**src/afc_pkg.sv**
```systemverilog
`timescale 1ns / 1ps
// ----------------------------------------------------------------------------
// afc_pkg
// Shared types and codes of the box-against-planes classifier.
// ----------------------------------------------------------------------------
package afc_pkg;

    localparam int unsigned COORD_W = 32;
    localparam int unsigned COUNT_W = 3;
    localparam int unsigned INDEX_W = 3;
    localparam int unsigned CLASS_W = 2;

    localparam logic [CLASS_W-1:0] CLASS_INSIDE    = 2'd0;
    localparam logic [CLASS_W-1:0] CLASS_INTERSECT = 2'd1;
    localparam logic [CLASS_W-1:0] CLASS_OUTSIDE   = 2'd2;

    localparam logic MODE_PLANE = 1'b0;
    localparam logic MODE_BOX   = 1'b1;

    typedef logic signed [COORD_W-1:0] coord_t;

    typedef struct packed {
        logic               is_box;
        logic [INDEX_W-1:0] index;
        coord_t             nx;
        coord_t             ny;
        coord_t             nz;
        coord_t             d;
        coord_t             lo_x;
        coord_t             lo_y;
        coord_t             lo_z;
        coord_t             hi_x;
        coord_t             hi_y;
        coord_t             hi_z;
    } cmd_t;

endpackage

```
**src/afc_front.sv**
```systemverilog
`timescale 1ns / 1ps
// ----------------------------------------------------------------------------
// afc_front
// Input stage: accepts items, drops out-of-range plane loads, and hands
// commands to the queue.
// ----------------------------------------------------------------------------
module afc_front #(
    parameter int unsigned MAX_PLANES = 6
) (
    input  logic                         clk,
    input  logic                         rst_n,
    input  logic                         in_valid,
    output logic                         in_stall,
    input  afc_pkg::cmd_t                in_cmd,
    output logic                         push,
    output afc_pkg::cmd_t                push_cmd,
    input  logic                         q_full
);
    import afc_pkg::*;

    logic valid_reg;
    logic valid_next;
    cmd_t cmd_reg;
    logic accept;
    logic keep;

    assign in_stall = valid_reg && q_full;
    assign accept   = in_valid && !in_stall;
    assign push     = valid_reg && !q_full;
    assign push_cmd = cmd_reg;

    // drop plane loads aimed past the table
    assign keep = in_cmd.is_box || ({27'd0, in_cmd.index} < 32'(MAX_PLANES));

    always_comb
    begin
        valid_next = valid_reg && !push;
        if (accept && keep)
        begin
            valid_next = 1'b1;
        end
    end

    always_ff @(posedge clk or negedge rst_n)
    begin
        if (!rst_n)
        begin
            valid_reg <= 1'b0;
        end
        else
        begin
            valid_reg <= valid_next;
        end
    end

    always_ff @(posedge clk)
    begin
        if (accept)
        begin
            cmd_reg <= in_cmd;
        end
    end

endmodule

```
**config.mk**
```make
export PLATFORM = sky130hd
export DESIGN_NAME = afc_front
export DESIGN_NICKNAME = d
export VERILOG_FILES = /design/src/afc_pkg.sv /design/src/afc_front.sv
export SDC_FILE = /design/constraint.sdc
export NUM_CORES = 1
export LEC_CHECK = 0
export ABC_AREA = 1
export BUFFER_PORTS_ARGS = -buffer_cell sky130_fd_sc_hd__buf_2
export CORE_AREA = 10 10 243 245
export CTS_CLUSTER_DIAMETER = 30
export DETAILED_ROUTE_END_ITERATION = 8
export DIE_AREA = 0 0 253 255
export MAX_ROUTING_LAYER = met4
export PLACE_DENSITY = 0.49
export SYNTH_ARGS = -nofsm -noshare
export SYNTH_HDL_FRONTEND = slang
export SYNTH_SLANG_ARGS = --single-unit
```
**constraint.sdc**
```tcl
create_clock -name clk -period 19.2 [get_ports clk]
set_input_delay 0.96 -clock clk [delete_from_list [all_inputs] [get_ports clk]]
set_output_delay 0.96 -clock clk [all_outputs]
set_load 0.1 [all_outputs]
```
==> impl_metrics.yaml <==
status:
  status: "complete, no violations"
timing:
  max_slew_margin: 0.364
  setup_viol: 0
  finClkSkew_ns: 0.0188
  period_needed_ns: 3.98
  tightest_slew_ns: 0.951
  hold_violations: 0
  max_freq_ghz: 0.252
  slew_violations: 0
  fin_crit_sh: 0.207
  final.setup.tns_ns: 0
  grt_setup_unrepaired: "no"
worst_setup_path:
  path_cells: "buf_2, nand2_2, inv_2, nor2_4, buf_4, buf_4, buf_4"
  crit_family: "buffers and inverters"
  worstSetupEndpointType: "flip-flop"
  crit_type: "primary input to flip-flop"
  crit_required_ns: 19.39
  critPathMaxStageDelay_ns: 0.80
  arrival_ns: 4.17
  cp_max_fo: 70
  path_buf_inv: 5
  crit_top_cell: "buf_4"
  crit_slowest_cell: "buf_4"
  start_kind: "primary input"
global_routing:
  grt_max_degree: 71
  use_met3: 0.0687
  met1_usage: 0.110
  grt-ovfl-total: 0
  track_usage: 0.117
  grt_pass1_vias: 7444
  grt_util_met2: 0.190
  busiest_layer: "met2"
  antenna_found_initial: 20
  grt_pass1_wl_mm: 52.4
synthesis:
  avgSynthCellArea_um2: 29.2
  syn_inst: 335
  ys_seq_area_frac: 0.996
  synth_warnings: 0
  synth_fp_nets: 663
  syn_area_mm2: 0.00980
  synth-seq-cells: 325
  synth_cell_types: 9
final_layout:
  largest_reg_flops: 324
  seq_area_mm2: 0.00975
  drive_above_1_share: 0.690
  final-instance-count-excl-fill: 1851
  final_cell_mix: "buf_2, edfxtp_1, clkbuf_16"
  nFillCells: 5442
  layout.nets: 1400
  multi_input_area_um2: 33.8
  area_growth_pct: 69.1
  mostFrequentLayoutCell: "buf_2"
floorplan:
  dieHeight_um: 255
  num_rows: 86
  initial_utilization: 0.180
  io_pins: 654
  die_area_mm2: 0.0645
  coreArea_mm2: 0.0544
  die_x_um: 253
routing:
  avgViaCountPerCell: 3.55
  antenna_left: 0
  drc: 0
  routed_wl_mm: 38.9
  route.vias.total: 6565
  wl_per_cell_um: 21.0
  drt_iter0_drc: 298
  dr.pass1.iters: 4
cts:
  post_cts_buffers: 0
  cts_root_buf: "clkbuf_16"
  cts_hold_buf: 0
  insertion_delay_ns: 0.57
  clk_path_buf_depth: 3
  clk_pin_slew_ns: 0.04
  clock-sinks: 325
  cts_buffers: 77
  cts_tree: "done"
  post_cts_resized: 0
  htree_num_levels: 3
power_and_ir_drop:
  peakVddDrop_mv: 0.0844
  p_per_area_mw_per_mm2: 150
  p_leak_nw: 6.96
worst_hold_path:
  hold_path_class: "primary input to async pin"
placed_design:
  dp.cells: 1697
  numPortBuffers: 653
  dp_hpwl_mm: 31.3
  place.gp.congestion: 0.832
run:
  max_cap_viol_count: 0
## metal layers
layer / wire [um] / up-vias
li1: - / 2905
met1: 13500 / 3076
met3: 5180 / 88
met5: 0 / -
met4: 1250 / 0
met2: 19000 / 496
## per-stage QoR
| stage | power (W) | hold WS (ns) | cell area, um2 | setup slack (ns) | utilization |
|---|---|---|---|---|---|
| 4_1_cts | 0.00252 | 0.118 | 16500 | 15.18 | 0.304 |
| 3_3_place_gp | 0.00124 | 0.517 | 14000 | 14.66 | 0.257 |
| 2_1_floorplan | 0.00117 | 0.480 | 9800 | 9.00 | - |
| 3_5_place_dp | 0.00124 | 0.510 | 14000 | 14.53 | 0.257 |
| 6_report | 0.00248 | 0.175 | 16600 | 15.22 | 0.304 |
| 5_1_grt | 0.00256 | 0.146 | 16600 | 14.91 | 0.304 |
## power breakdown
group          switching (W)  total (W)  internal [W]
registers          0.0000105   0.000845      0.000835
clock network       0.000393    0.00125      0.000860
logic               0.000333   0.000381     0.0000486
total               0.000736    0.00248       0.00174
## Yosys cell counts (all sizes together)
| library cell | count | area, um2 |
|---|---|---|
| edfxtp | 324 | 9730 |
| nand3 | 1 | 5.00 |
| nor2 | 2 | 10.0 |
| nand2 | 3 | 13.8 |
| inv | 4 | 15.0 |
| dfrtp | 1 | 25.0 |
## layout make-up
type,count,area share
clock inverters,48,0.0305
flip-flops and latches,325,0.589
diodes,17,0.00257
clock buffers,89,0.123
repair buffers,658,0.199
inverters,4,0.000906
multi-input cells,6,0.00204
well taps,704,0.0531
## worst reg2reg max path, stage by stage, from the launching register on
cell     delay, ns
dfrtp_1       0.37
nand2_2       0.09
inv_2         0.05
nor2_4        0.72
buf_4         0.56
buf_4         0.75
buf_4         0.86
## kinds of logic (layout without fill, tap and decap cells)
| group | Yosys count | count (layout) | share of synthesized area |
|---|---|---|---|
| other | 0 | 17 | 0 |
| and+or+nand+nor | 6 | 6 | 0.00294 |
| DFF | 325 | 325 | 0.996 |
| buffers and inverters | 4 | 799 | 0.00153 |
## path summary, 6_finish.rpt
kind | startpoint | end | slack, ns | cells after the start
max in group asynchronous | rst_n | valid_reg | 18.92 | 1
worst max register to register | valid_reg | push_cmd[90] | 15.33 | 6
min in group clk | valid_reg | valid_reg | 0.52 | 2
worst min register to register | valid_reg | valid_reg | 0.52 | 2
worst min-delay path | rst_n | valid_reg | 0.17 | 1
worst max-delay path | q_full | push_cmd[90] | 15.22 | 7
No activity file was read; power rests on OpenSTA's default activity.
