==> config.mk <==
export PLATFORM = sky130hd
export DESIGN_NAME = afc_queue
export DESIGN_NICKNAME = d
export VERILOG_FILES = /design/src/afc_pkg.sv /design/src/afc_queue.sv
export SDC_FILE = /design/constraint.sdc
export NUM_CORES = 1
export LEC_CHECK = 0
export ABC_AREA = 1
export BUFFER_PORTS_ARGS = -buffer_cell sky130_fd_sc_hd__buf_2
export CORE_AREA = 2 2 251 253
export DETAILED_ROUTE_END_ITERATION = 16
export DIE_AREA = 0 0 253 255
export PLACE_DENSITY = 0.73
export SETUP_SLACK_MARGIN = 0.2
export SYNTH_ARGS = -nofsm -noshare
export SYNTH_HDL_FRONTEND = slang
export SYNTH_SLANG_ARGS = --single-unit
==> constraint.sdc <==
create_clock -name clk -period 17.5 [get_ports clk]
set_input_delay 2.625 -clock clk [delete_from_list [all_inputs] [get_ports clk]]
set_output_delay 2.625 -clock clk [all_outputs]
set_load 0.005 [all_outputs]
==> src/afc_pkg.sv <==
`timescale 1ns / 1ps
// ----------------------------------------------------------------------------
// afc_pkg
// Shared types and codes of the box-against-planes classifier.
// ----------------------------------------------------------------------------
package afc_pkg;

    localparam int unsigned COORD_W = 32;
    localparam int unsigned COUNT_W = 3;
    localparam int unsigned INDEX_W = 3;
    localparam int unsigned CLASS_W = 2;

    localparam logic [CLASS_W-1:0] CLASS_INSIDE    = 2'd0;
    localparam logic [CLASS_W-1:0] CLASS_INTERSECT = 2'd1;
    localparam logic [CLASS_W-1:0] CLASS_OUTSIDE   = 2'd2;

    localparam logic MODE_PLANE = 1'b0;
    localparam logic MODE_BOX   = 1'b1;

    typedef logic signed [COORD_W-1:0] coord_t;

    typedef struct packed {
        logic               is_box;
        logic [INDEX_W-1:0] index;
        coord_t             nx;
        coord_t             ny;
        coord_t             nz;
        coord_t             d;
        coord_t             lo_x;
        coord_t             lo_y;
        coord_t             lo_z;
        coord_t             hi_x;
        coord_t             hi_y;
        coord_t             hi_z;
    } cmd_t;

endpackage

==> src/afc_queue.sv <==
`timescale 1ns / 1ps
// ----------------------------------------------------------------------------
// afc_queue
// Two-entry command queue between the input stage and the engine.
// ----------------------------------------------------------------------------
module afc_queue (
    input  logic          clk,
    input  logic          rst_n,
    input  logic          push,
    input  afc_pkg::cmd_t push_cmd,
    input  logic          pop,
    output afc_pkg::cmd_t pop_cmd,
    output logic          full,
    output logic          empty
);
    import afc_pkg::*;

    cmd_t       mem [2];
    logic       wr_ptr_reg;
    logic       rd_ptr_reg;
    logic [1:0] count_reg;
    logic [1:0] count_next;

    assign full    = (count_reg == 2'd2);
    assign empty   = (count_reg == 2'd0);
    assign pop_cmd = mem[rd_ptr_reg];

    always_comb
    begin
        count_next = count_reg;
        if (push && !pop)
        begin
            count_next = count_reg + 2'd1;
        end
        else if (pop && !push)
        begin
            count_next = count_reg - 2'd1;
        end
    end

    always_ff @(posedge clk or negedge rst_n)
    begin
        if (!rst_n)
        begin
            wr_ptr_reg <= 1'b0;
            rd_ptr_reg <= 1'b0;
            count_reg  <= 2'd0;
        end
        else
        begin
            count_reg <= count_next;
            if (push)
            begin
                wr_ptr_reg <= !wr_ptr_reg;
            end
            if (pop)
            begin
                rd_ptr_reg <= !rd_ptr_reg;
            end
        end
    end

    always_ff @(posedge clk)
    begin
        if (push)
        begin
            mem[wr_ptr_reg] <= push_cmd;
        end
    end

endmodule

==> metrics.md <==
| Metric | Value |
|---|---|
| Reg2reg path depth | `4` |
| CTS buffer count | `68` |
| Full die area | `64,500 um2` |
| Rel. slew slack | `30.3%` |
| Initial DRC count | `719` |
| # rows | `92` |
| Fin Setup TNS | `0 ns` |
| Final Instance Area | `29,900 um2` |
| GRT Total Usage | `15.5%` |
| Placed insts | `2,460` |
| Hold worst-path end | `count_reg[1]` |
| Netlist cell types | `15` |
| IO buf count | `653` |
| Bufs and invs on worst path | `3` |
| CTS tree | `built` |
| Post-Synthesis Cells | `1,033` |
| Clock Latency Late Sink | `0.59 ns` |
| Avg Inst Size Synth | `23.0 um2` |
| DRC violations left | `0` |
| Final hold slack | `0.520 ns` |
| Register-to-register setup slack | `13.90 ns` |
| Xor/xnor cell area share of the yosys netlist | `0.111%` |
| Pwr dens | `160 nW/um2` |
| #FFs+latches synth | `652` |
| R2R Path End | `mem[0][249]` |
| Fin crit share | `37.6%` |
| Router iterations before antenna repair | `5` |
| CP required | `14.88 ns` |
| Cell Area, Placed | `27,800 um2` |
| WP depth | `4` |
| Gr ovfl total | `0` |
| Wirelength, routed | `53,700 um` |
| Multi-input logic area | `3810 um2` |
| Io pins | `654` |
| Max reg flops | `648` |
| Setup-failing EPs final | `0` |
| Most used cell, CP | `buf_4` |
| Filler cell count | `5,121` |
| Worst-path cell chain | `buf_4, buf_4, mux2_2, buf_2` |
| Post-synthesis sequential area ratio | `82.4%` |
| Final slew viol count | `0` |
| Leak | `11.2 nW` |
| Max Fclk | `152 MHz` |
| Final ANT Viol Nets | `0` |
| Crit Path Max Fanout | `69` |
| Total core area | `62,200 um2` |
| Share of layout cells above drive strength 1 | `61.1%` |
| Initial core utilization | `38.2%` |
| Reg area | `19,600 um2` |
| Syn nets | `1,362` |
| Adder-Cell Fraction of Synth Area | `0.0527%` |
| Die width | `253 um` |
| Largest net degree at the start of global routing | `149` |
| Final setup skew | `0.0213 ns` |
| Max-Cap Viols | `0` |
| Placement Setup Slack | `11.48 ns` |
| Non-Filler Instances | `2,585` |
| Compound-cell area share of the yosys netlist | `0%` |
| Period minus WS final | `6.58 ns` |
| Fin worst setup slack | `10.92 ns` |
| WL per Instance | `20.8 um` |
| Critical setup path kind | `reg2out` |
| Post-Synth Simple-Gate Area | `0.174%` |
| Die height | `255 um` |
| Power Total | `4.78 mW` |
| CP max stage delay | `0.93 ns` |
| CTS clk-pin slew, worst paths | `0.06 ns` |
| CP Launch Type | `flip-flop` |
| Vias | `12,376` |
| Crit-path slowest cell | `dfrtp_4` |
| Post-layout util | `48.2%` |
| Worst slew pin tran | `1.05 ns` |
| Clk buf depth | `3` |
| H-tree levels | `3` |
| Hold Violations, Final | `0` |
| Worst hold path depth | `2` |
| Post-synthesis cell area | `23,800 um2` |
| GP Congestion | `0.853` |
| First-pass GRT wire length | `75,100 um` |
| FF-to-FF Start | `wr_ptr_reg` |
| Nets | `2,060` |
| Vias in the first global route | `12,825` |
| Mux contribution to synthesized area | `15.7%` |
| Vias/cell | `4.79` |
| Startpoint of the worst hold path | `count_reg[1]` |
| Worst VDD drop | `123 uV` |
| Crit-path leading delay family | `buffers and inverters` |
| CTS Hold Bufs | `0` |
| Area Growth Syn to Fin | `26.0%` |
| Worst setup EP type | `output pin` |
| Largest family of logic cells by synthesized area | `multiplexers` |
| CTS Sinks | `652` |
| RSZ-0062 raised after global routing | `no` |
| Worst Path Arrival | `3.95 ns` |
| Status | `finished clean` |
| Worst hold path type | `reg2reg` |
| Post-DP HPWL | `37,100 um` |
| Warnings from Yosys | `0` |
| Clock root cell | `clkbuf_16` |
| Setup bufs post-CTS | `0` |
| Post-cts resize count | `0` |
| Antenna violations before repair | `15` |
final cells by class:
class / count / share of cell area (%)
diodes: 9 / 0.0752
clock buffers: 77 / 5.80
clock inverters: 39 / 1.35
inverters: 7 / 0.113
multi-input cells: 338 / 12.7
flip-flops and latches: 652 / 65.4
well taps: 799 / 3.34
repair buffers: 664 / 11.2
worst reg2reg max path, cell delays in order (launching register included):
cell and delay (ns):
dfrtp_1 0.43, nor2_4 0.39, buf_4 0.86, buf_4 0.75, buf_4 0.74
cells in the mapped netlist:
master,instances,area (um2)
buf_2,7,35.0
buf_6,29,327
dfrtp_1,4,100
edfxtp_1,648,19500
ha_1,1,12.5
inv_1,7,26.3
mux2_1,1,11.3
mux2_2,303,3410
mux2_4,20,300
nand2_1,5,18.8
nand3_1,1,5.00
nand4_1,1,6.26
nor2_1,3,11.3
xnor2_1,1,8.76
xor2_1,2,17.5
cell families after synthesis:
group | Yosys count
adder cells (fa/ha/maj) | 1
buffers and inverters | 43
AND/OR/NAND/NOR | 10
flip-flops | 652
XOR/XNOR | 3
multiplexers | 324
worst max-delay path by stage:
stage / from / slack (ns) / to
4_1_cts: rd_ptr_reg / 10.83 / pop_cmd[45]
2_1_floorplan: push / 0.28 / mem[0][0]
3_5_place_dp: rd_ptr_reg / 11.48 / pop_cmd[45]
5_1_grt: rd_ptr_reg / 10.67 / pop_cmd[45]
3_3_place_gp: rd_ptr_reg / 11.52 / pop_cmd[45]
6_report: rd_ptr_reg / 10.92 / pop_cmd[279]
cells in the final DEF (no fill, tap or decap), types with 3 or more instances in the layout:
cell type / Yosys / layout
edfxtp_1: 648 / 648
diode_2: 0 / 9
dfrtp_1: 4 / 3
bufinv_16: 0 / 5
nand2_1: 5 / 5
mux2_4: 20 / 20
clkinv_2: 0 / 12
clkbuf_1: 0 / 9
mux2_2: 303 / 303
inv_1: 7 / 6
buf_2: 7 / 653
clkbuf_16: 0 / 68
clkinv_1: 0 / 11
clkinv_4: 0 / 3
buf_4: 0 / 10
per-layer routing:
layer	GRT usage [%]	up-vias	share of wire (%)
met1	17.1	6201	36
met3	4.88	123	8.2
met2	26.9	512	52
met4	8.25	10	3.8
met5	0	-	0.11
li1	-	5530	-
report_power, final:
group	leakage (nW)	total (mW)	switching (mW)	internal, mW
combinational	4.06	1.23	0.632	0.597
sequential	6.13	2.17	0.0910	2.07
clock	1.05	1.38	0.587	0.795
Note: power is estimated with default switching activity, not from simulation.
